`config.mk`:
```
export PLATFORM = sky130hd
export DESIGN_NAME = inode_block_map_walker_unit
export DESIGN_NICKNAME = d
export VERILOG_FILES = /design/src/hdl/ibmw_pkg.sv /design/src/hdl/ibmw_in_stage.sv /design/src/hdl/ibmw_walk_step.sv /design/src/hdl/inode_block_map_walker_unit.sv
export SDC_FILE = /design/constraint.sdc
export NUM_CORES = 1
export LEC_CHECK = 0
export ABC_CLOCK_PERIOD_IN_PS = 10300
export BUFFER_PORTS_ARGS = -buffer_cell sky130_fd_sc_hd__buf_4
export CORE_MARGIN = 4
export CORE_UTILIZATION = 53
export CTS_CLUSTER_DIAMETER = 100
export DETAILED_ROUTE_END_ITERATION = 12
export GPL_TIMING_DRIVEN = 1
export PLACE_DENSITY = 0.82
export SKIP_LAST_GASP = 1
export SLEW_MARGIN = 40
export SYNTH_ARGS = -nofsm -noshare
export SYNTH_HDL_FRONTEND = slang
export SYNTH_SLANG_ARGS = --single-unit
```
`constraint.sdc`:
```
create_clock -name clk -period 10.3 [get_ports clk]
set_input_delay 1.545 -clock clk [delete_from_list [all_inputs] [get_ports clk]]
set_output_delay 1.545 -clock clk [all_outputs]
set_load 0.05 [all_outputs]
```
`src/hdl/ibmw_pkg.sv`:
```
// Shared types and constants for the inode block map walker.
`timescale 1ns / 1ps

package ibmw_pkg;

  localparam int DIRECT_POINTERS = 5;
  localparam int PTR_IDX_W       = 5;
  localparam int PTRS_PER_BLOCK  = 1 << PTR_IDX_W;
  localparam int BLOCK_W         = 16;
  localparam int ADDR_W          = 32;
  localparam int OFFSET_W        = 2 * PTR_IDX_W;
  localparam int DIRECT_IDX_W    = $clog2(DIRECT_POINTERS);

  localparam int S_DATA_W = 304;
  localparam int M_DATA_W = 40;

  // Pointer words still to fetch after the one being requested.
  localparam logic [1:0] LEVEL_LAST     = 2'd0;
  localparam logic [1:0] LEVEL_ONE_MORE = 2'd1;
  localparam logic [1:0] LEVEL_TWO_MORE = 2'd2;

  typedef enum logic {
    CMD_START = 1'b0,
    CMD_WORD  = 1'b1
  } cmd_t;

  typedef enum logic [1:0] {
    KIND_READ  = 2'd0,
    KIND_DONE  = 2'd1,
    KIND_RANGE = 2'd2,
    KIND_IDLE  = 2'd3
  } kind_t;

  typedef struct packed {
    cmd_t                                   command;
    logic [BLOCK_W-1:0]                     block_index;
    logic [DIRECT_POINTERS-1:0][ADDR_W-1:0] direct;
    logic [ADDR_W-1:0]                      single_indirect;
    logic [ADDR_W-1:0]                      double_indirect;
    logic [ADDR_W-1:0]                      triple_indirect;
    logic [ADDR_W-1:0]                      read_word;
  } item_t;

  typedef struct packed {
    logic                active;
    logic [1:0]          levels;
    logic [OFFSET_W-1:0] offset;
  } walk_state_t;

  typedef struct packed {
    kind_t                kind;
    logic [ADDR_W-1:0]    address;
    logic [PTR_IDX_W-1:0] word_index;
  } result_t;

endpackage

```
`src/hdl/ibmw_in_stage.sv`:
```
// Input register stage: unpacks the slave word and holds it until the walk step takes it.
`timescale 1ns / 1ps

module ibmw_in_stage (
  input  logic                     clk,
  input  logic                     rst,
  input  logic                     s_axis_tvalid,
  output logic                     s_axis_tready,
  input  logic [ibmw_pkg::S_DATA_W-1:0] s_axis_tdata,
  input  logic                     s_axis_tuser,
  input  logic                     advance,
  output logic                     item_valid,
  output ibmw_pkg::item_t          item
);
  import ibmw_pkg::*;

  item_t unpacked;

  always_comb begin
    unpacked.command         = cmd_t'(s_axis_tuser);
    unpacked.block_index     = s_axis_tdata[15:0];
    unpacked.direct[0]       = s_axis_tdata[47:16];
    unpacked.direct[1]       = s_axis_tdata[79:48];
    unpacked.direct[2]       = s_axis_tdata[111:80];
    unpacked.direct[3]       = s_axis_tdata[143:112];
    unpacked.direct[4]       = s_axis_tdata[175:144];
    unpacked.single_indirect = s_axis_tdata[207:176];
    unpacked.double_indirect = s_axis_tdata[239:208];
    unpacked.triple_indirect = s_axis_tdata[271:240];
    unpacked.read_word       = s_axis_tdata[303:272];
  end

  assign s_axis_tready = !item_valid || advance;

  always_ff @(posedge clk) begin
    if (rst) begin
      item_valid <= 1'b0;
    end else if (s_axis_tready) begin
      item_valid <= s_axis_tvalid;
    end
  end

  always_ff @(posedge clk) begin
    if (s_axis_tvalid && s_axis_tready) begin
      item <= unpacked;
    end
  end

endmodule

```
`src/hdl/ibmw_walk_step.sv`:
```
// One walk step: range decode of a start or one level down on a returned pointer word.
`timescale 1ns / 1ps

module ibmw_walk_step (
  input  ibmw_pkg::item_t       item,
  input  ibmw_pkg::walk_state_t walk,
  output ibmw_pkg::walk_state_t walk_next,
  output ibmw_pkg::result_t     res
);
  import ibmw_pkg::*;

  localparam logic [BLOCK_W-1:0] SINGLE_BASE = BLOCK_W'(DIRECT_POINTERS);
  localparam logic [BLOCK_W-1:0] DOUBLE_BASE = BLOCK_W'(DIRECT_POINTERS + PTRS_PER_BLOCK);
  localparam logic [BLOCK_W-1:0] TRIPLE_BASE =
    BLOCK_W'(DIRECT_POINTERS + PTRS_PER_BLOCK + PTRS_PER_BLOCK * PTRS_PER_BLOCK);
  localparam logic [BLOCK_W-1:0] TRIPLE_END  =
    BLOCK_W'(DIRECT_POINTERS + PTRS_PER_BLOCK + PTRS_PER_BLOCK * PTRS_PER_BLOCK
             + PTRS_PER_BLOCK * PTRS_PER_BLOCK * PTRS_PER_BLOCK);

  logic [BLOCK_W-1:0] b;
  logic [BLOCK_W-1:0] rel_single;
  logic [BLOCK_W-1:0] rel_double;
  logic [BLOCK_W-1:0] rel_triple;

  always_comb begin
    b          = item.block_index;
    rel_single = b - SINGLE_BASE;
    rel_double = b - DOUBLE_BASE;
    rel_triple = b - TRIPLE_BASE;

    walk_next      = walk;
    res.kind       = KIND_IDLE;
    res.address    = '0;
    res.word_index = '0;

    if (item.command == CMD_START) begin
      // a start always drops any walk in flight
      walk_next.active = 1'b0;
      walk_next.levels = LEVEL_LAST;
      walk_next.offset = '0;
      if (b < SINGLE_BASE) begin
        res.kind    = KIND_DONE;
        res.address = item.direct[b[DIRECT_IDX_W-1:0]];
      end else if (b < DOUBLE_BASE) begin
        walk_next.active = 1'b1;
        res.kind         = KIND_READ;
        res.address      = item.single_indirect;
        res.word_index   = rel_single[PTR_IDX_W-1:0];
      end else if (b < TRIPLE_BASE) begin
        walk_next.active = 1'b1;
        walk_next.levels = LEVEL_ONE_MORE;
        walk_next.offset = OFFSET_W'(rel_double[PTR_IDX_W-1:0]);
        res.kind         = KIND_READ;
        res.address      = item.double_indirect;
        res.word_index   = rel_double[2*PTR_IDX_W-1:PTR_IDX_W];
      end else if (b < TRIPLE_END) begin
        walk_next.active = 1'b1;
        walk_next.levels = LEVEL_TWO_MORE;
        walk_next.offset = rel_triple[OFFSET_W-1:0];
        res.kind         = KIND_READ;
        res.address      = item.triple_indirect;
        res.word_index   = rel_triple[3*PTR_IDX_W-1:2*PTR_IDX_W];
      end else begin
        res.kind = KIND_RANGE;
      end
    end else if (walk.active) begin
      res.address = item.read_word;
      if (walk.levels == LEVEL_LAST) begin
        walk_next.active = 1'b0;
        walk_next.offset = '0;
        res.kind         = KIND_DONE;
      end else if (walk.levels == LEVEL_ONE_MORE) begin
        walk_next.levels = LEVEL_LAST;
        walk_next.offset = '0;
        res.kind         = KIND_READ;
        res.word_index   = walk.offset[PTR_IDX_W-1:0];
      end else begin
        walk_next.levels = LEVEL_ONE_MORE;
        walk_next.offset = OFFSET_W'(walk.offset[PTR_IDX_W-1:0]);
        res.kind         = KIND_READ;
        res.word_index   = walk.offset[2*PTR_IDX_W-1:PTR_IDX_W];
      end
    end
  end

endmodule

```
`src/hdl/inode_block_map_walker_unit.sv`:
```
// Top level of the inode block map walker: input stage, walk state, result register.
`timescale 1ns / 1ps
//
// Maps a logical block number of a file to a data block address through an
// inode map of five direct pointers and single, double and triple indirect
// pointer blocks of 32 words each.
// Slave channel: tuser is the command (start, or pointer word returned);
// tdata carries block number, inode pointers and the returned word.
// Master channel: tuser is the result kind (read pointer word, done, out of
// range, not busy); tdata carries the address and the word index to read.
// Every accepted slave word yields exactly one master word.
// An accepted word passes the input register, then the result register,
// which raises master tvalid. Throughput: one word per cycle while the
// receiver does not stall; the walk state update is a range compare and
// bit slicing between the two registers, so back-to-back words see the
// state left by the previous one.
// Reset clears both stage valids and the walk state (idle, no walk).
// When the receiver stalls, the result register holds, the input register
// fills, and slave tready drops only once both are occupied.
//
module inode_block_map_walker_unit (
  input  logic        clk,
  input  logic        rst,
  input  logic        s_axis_tvalid,
  output logic        s_axis_tready,
  // [15:0] block_index, [47:16] direct_0, [79:48] direct_1, [111:80] direct_2,
  // [143:112] direct_3, [175:144] direct_4, [207:176] single_indirect,
  // [239:208] double_indirect, [271:240] triple_indirect, [303:272] read_word
  input  logic [303:0] s_axis_tdata,
  // [0] command
  input  logic        s_axis_tuser,
  output logic        m_axis_tvalid,
  input  logic        m_axis_tready,
  // [31:0] address, [36:32] word_index, [39:37] zero
  output logic [39:0] m_axis_tdata,
  // [1:0] kind
  output logic [1:0]  m_axis_tuser
);
  import ibmw_pkg::*;

  logic        advance;
  logic        item_valid;
  item_t       item;
  walk_state_t walk;
  walk_state_t walk_next;
  result_t     step_res;
  result_t     res;

  // advance the pipe whenever the result register is free or being drained
  assign advance = !m_axis_tvalid || m_axis_tready;

  ibmw_in_stage u_in (
    .clk           (clk),
    .rst           (rst),
    .s_axis_tvalid (s_axis_tvalid),
    .s_axis_tready (s_axis_tready),
    .s_axis_tdata  (s_axis_tdata),
    .s_axis_tuser  (s_axis_tuser),
    .advance       (advance),
    .item_valid    (item_valid),
    .item          (item)
  );

  ibmw_walk_step u_step (
    .item      (item),
    .walk      (walk),
    .walk_next (walk_next),
    .res       (step_res)
  );

  // walk state moves only when an item is consumed
  always_ff @(posedge clk) begin
    if (rst) begin
      walk <= '0;
    end else if (item_valid && advance) begin
      walk <= walk_next;
    end
  end

  always_ff @(posedge clk) begin
    if (rst) begin
      m_axis_tvalid <= 1'b0;
    end else if (advance) begin
      m_axis_tvalid <= item_valid;
    end
  end

  // hold the result while the receiver stalls
  always_ff @(posedge clk) begin
    if (item_valid && advance) begin
      res <= step_res;
    end
  end

  assign m_axis_tdata = {(M_DATA_W - ADDR_W - PTR_IDX_W)'(0), res.word_index, res.address};
  assign m_axis_tuser = res.kind;

endmodule

```
==> results by group <==
Floorplan
  – Die Span Y: 172 um
  – Starting Density: 54.1%
  – Die footprint: 0.0294 sq mm
  – IO Pins: 353
  – Placement Rows: 59
  – Core area: 0.0262 sq mm
  – Die W: 172 um

STA
  – Crit path time final: 3.70 ns
  – Setup TNS: 0 ns
  – RSZ-0062 raised after global routing: false
  – Relative slew slack: 46.2%
  – Max-slew violations: 0
  – Setup Skew: 0.0223 ns
  – Final Hold Viols: 0
  – Worst-margin pin slew: 0.806 ns
  – Fmax: 270 MHz
  – Fin crit share: 36.0%
  – WHS: 0.470 ns
  – Final setup vio count: 0
  – Worst setup margin: 6.60 ns

Critical path
  – Worst EP arrival: 2.16 ns
  – CP max stage cell: buf_4
  – CP Launch Type: input port
  – CP dominant cell by count: buf_4
  – Peak fanout along the critical path: 4
  – CP cell instances: buf_4 -> nor2b_1 -> nand2_1 -> buf_4
  – Worst path bufs/invs: 2
  – Worst Path Required: 8.76 ns
  – CP endpoint kind: output port
  – Slowest stage delay, CP: 0.20 ns
  – Setup CP Type: in2out
  – Critical path's top delay family: buffers and inverters

Routing
  – Via count: 8939
  – Post-Route WL: 37.2 mm
  – DRT Pass-1 Iters: 5
  – Remaining antenna violation count after routing: 0
  – DR iter-0 viols: 963
  – Drc violations: 0
  – Wire length per cell: 24.4 um
  – Vias/cell: 5.87

Clock network
  – Worst skew pair latency: 0.51 ns
  – Post_cts resized: 0
  – CTS tree: done
  – Hold buffers post-CTS: 0
  – Clock net sink count: 359
  – Num CTS Buffers: 37
  – H-tree depth: 2
  – Maximum clock path buffer count: 3
  – Clk root buf: clkbuf_16
  – Clock Pin Slew Worst Setup and Hold Paths: 0.06 ns
  – Post-CTS setup buffer count: 0

Synth
  – Count of cell types in the netlist: 61
  – Xor/xnor cell area share of the yosys netlist: 0.432%
  – Post-synthesis register bit count: 359
  – Post-synth EDFFs: 344
  – Synth area leader: edfxtp_1
  – Synth Instances: 812
  – Post-synthesis compound-gate area fraction: 11.3%
  – Syn Area/Cell: 17.5 sq um
  – Yosys warns: 0
  – Synth top area cells: edfxtp_1 (73%), mux4_2 (5.1%), a221oi_2 (3.2%)
  – Synth top area share: 72.9%
  – Primary FF master, synth: edfxtp_1
  – Simple-gate area share of the yosys netlist: 5.68%
  – Largest family of logic cells by synthesized area: compound AO/OA/AOI/OAI gates
  – Ys async rst share: 0%
  – Synth Area in Adders: 0.159%
  – Post-synthesis mux area share: 5.08%
  – Sequential fraction of the synthesis area: 75.0%
  – Mapped cell area: 0.0142 sq mm

Power
  – Sequential share of power: 52.1%
  – Clk network pwr share: 39.1%
  – Combinational share of power: 8.8%
  – Internal: 2.60 mW
  – Net Sw Power: 716 uW
  – Pleak: 6.73 nW
  – Max VDD drop: 0.182 mV
  – Power Dens Cells: 181 mW/mm^2
  – Sw Ratio: 21.6%

Final layout
  – Layout cells sized above 1: 42.8%
  – Fillers: 1637
  – Util after Layout: 69.8%
  – Final instance area: 0.0183 sq mm
  – P&R area growth vs syn: 29.1%
  – Most frequent cells in the layout: buf_4 (356), edfxtp_1 (344), nand2_1 (52), nor2_1 (45), a21oi_1 (42)
  – Commonest non-fill, non-tap cell in the layout: buf_4
  – Final #Nets: 1472

GRT
  – Grt ovf: 0
  – Tot GR Track Use: 24.5%
  – First-pass GRT wire length: 53.9 mm
  – Initial antenna violation count: 0
  – Vias in the first global route: 9494
  – Largest net degree at the start of global routing: 173

Placement
  – Quantity of I/O buffers inserted on ports: 349
  – RePlAce Congestion: 0.834
  – DP Wirelength: 24.5 mm
  – Dpl ws: 6.55 ns
  – Placed instance area: 0.0171 sq mm

Min path
  – Worst min-delay path class: reg2reg

Job
  – Max Cap Viol: 0

Status
  – Outcome: finished, final reports clean
-- sequential cells by signal (all words and copies together), names as in the netlist --
| register | cells |
|---|---|
| u_in.item | 305 |
| m_axis_tdata | 37 |
| walk | 13 |
| m_axis_tuser | 2 |
| m_axis_tvalid | 1 |
| u_in.item_valid | 1 |
-- through the flow --
step | power (mW) | cells
after floorplan | 1.91 | 814
after global placement | 2.03 | 1455
after detailed placement | 2.05 | 1457
after CTS | 3.33 | 1522
after global routing | 3.42 | 1523
final | 3.31 | 1524
-- Yosys cell counts, drive strengths merged (4+ instances only) --
library cell	instances
buf	21
a32o	5
dfxtp	15
nor2b	36
xnor2	6
nor4	4
nor2	47
a21oi	42
nand2	53
a22oi	5
nor3	6
o31ai	32
o21ai	17
inv	7
o22ai	5
a211oi	32
clkbuf	31
mux4	32
edfxtp	344
a221oi	33
-- worst min-delay path, delay by kind of cell, from the launching register on --
family | cells | cell delay, ns
AOI/OAI and AO/OA | 1 | 0.06
and+or+nand+nor | 1 | 0.05
DFF | 1 | 0.33
-- power by group through the flow --
stage / clock (mW) / sequential [mW] / combinational (mW)
floorplan: 0 / 1.79 / 0.119
global placement: 0 / 1.75 / 0.281
detailed placement: 0 / 1.76 / 0.289
CTS: 1.31 / 1.73 / 0.292
global route: 1.38 / 1.73 / 0.312
finish: 1.29 / 1.73 / 0.293
-- logic make-up after synthesis --
group	count (synthesis)
buf+inv	59
mux	32
compound gates	189
xor+xnor	7
other cells	1
simple gates	163
flops	359
fa+ha+maj	2
-- metal layers --
metal	share of wire, %	vias up	global-route usage, %
met1	35	4369	29.5
met3	9.6	92	6.71
li1	-	3946	-
met4	3.6	0	9.30
met5	0	-	0
met2	52	532	42.5
-- final timing paths --
kind	from	endpoint	slack, ns	cells after the start
hold reg to reg	walk[0]$_SDFFE_PP0P_	walk[0]$_SDFFE_PP0P_	0.47	2
hold / removal	walk[0]$_SDFFE_PP0P_	walk[0]$_SDFFE_PP0P_	0.47	2
setup reg to reg	u_in.item[290]$_DFFE_PP_	m_axis_tdata[6]$_DFFE_PP_	6.88	8
setup / recovery	m_axis_tready	s_axis_tready	6.60	4
-- cell type report --
cell class | count | area, sq um | area share, %
well taps | 335 | 419 | 2.29
diodes | 1 | 2.50 | 0.0137
flip-flops and latches | 359 | 10600 | 58.1
clock buffers | 49 | 1040 | 5.70
repair buffers | 361 | 2780 | 15.2
clock inverters | 16 | 139 | 0.759
multi-input cells | 396 | 3260 | 17.8
inverters | 7 | 28.8 | 0.157
Note: power is estimated with default switching activity, not from simulation.
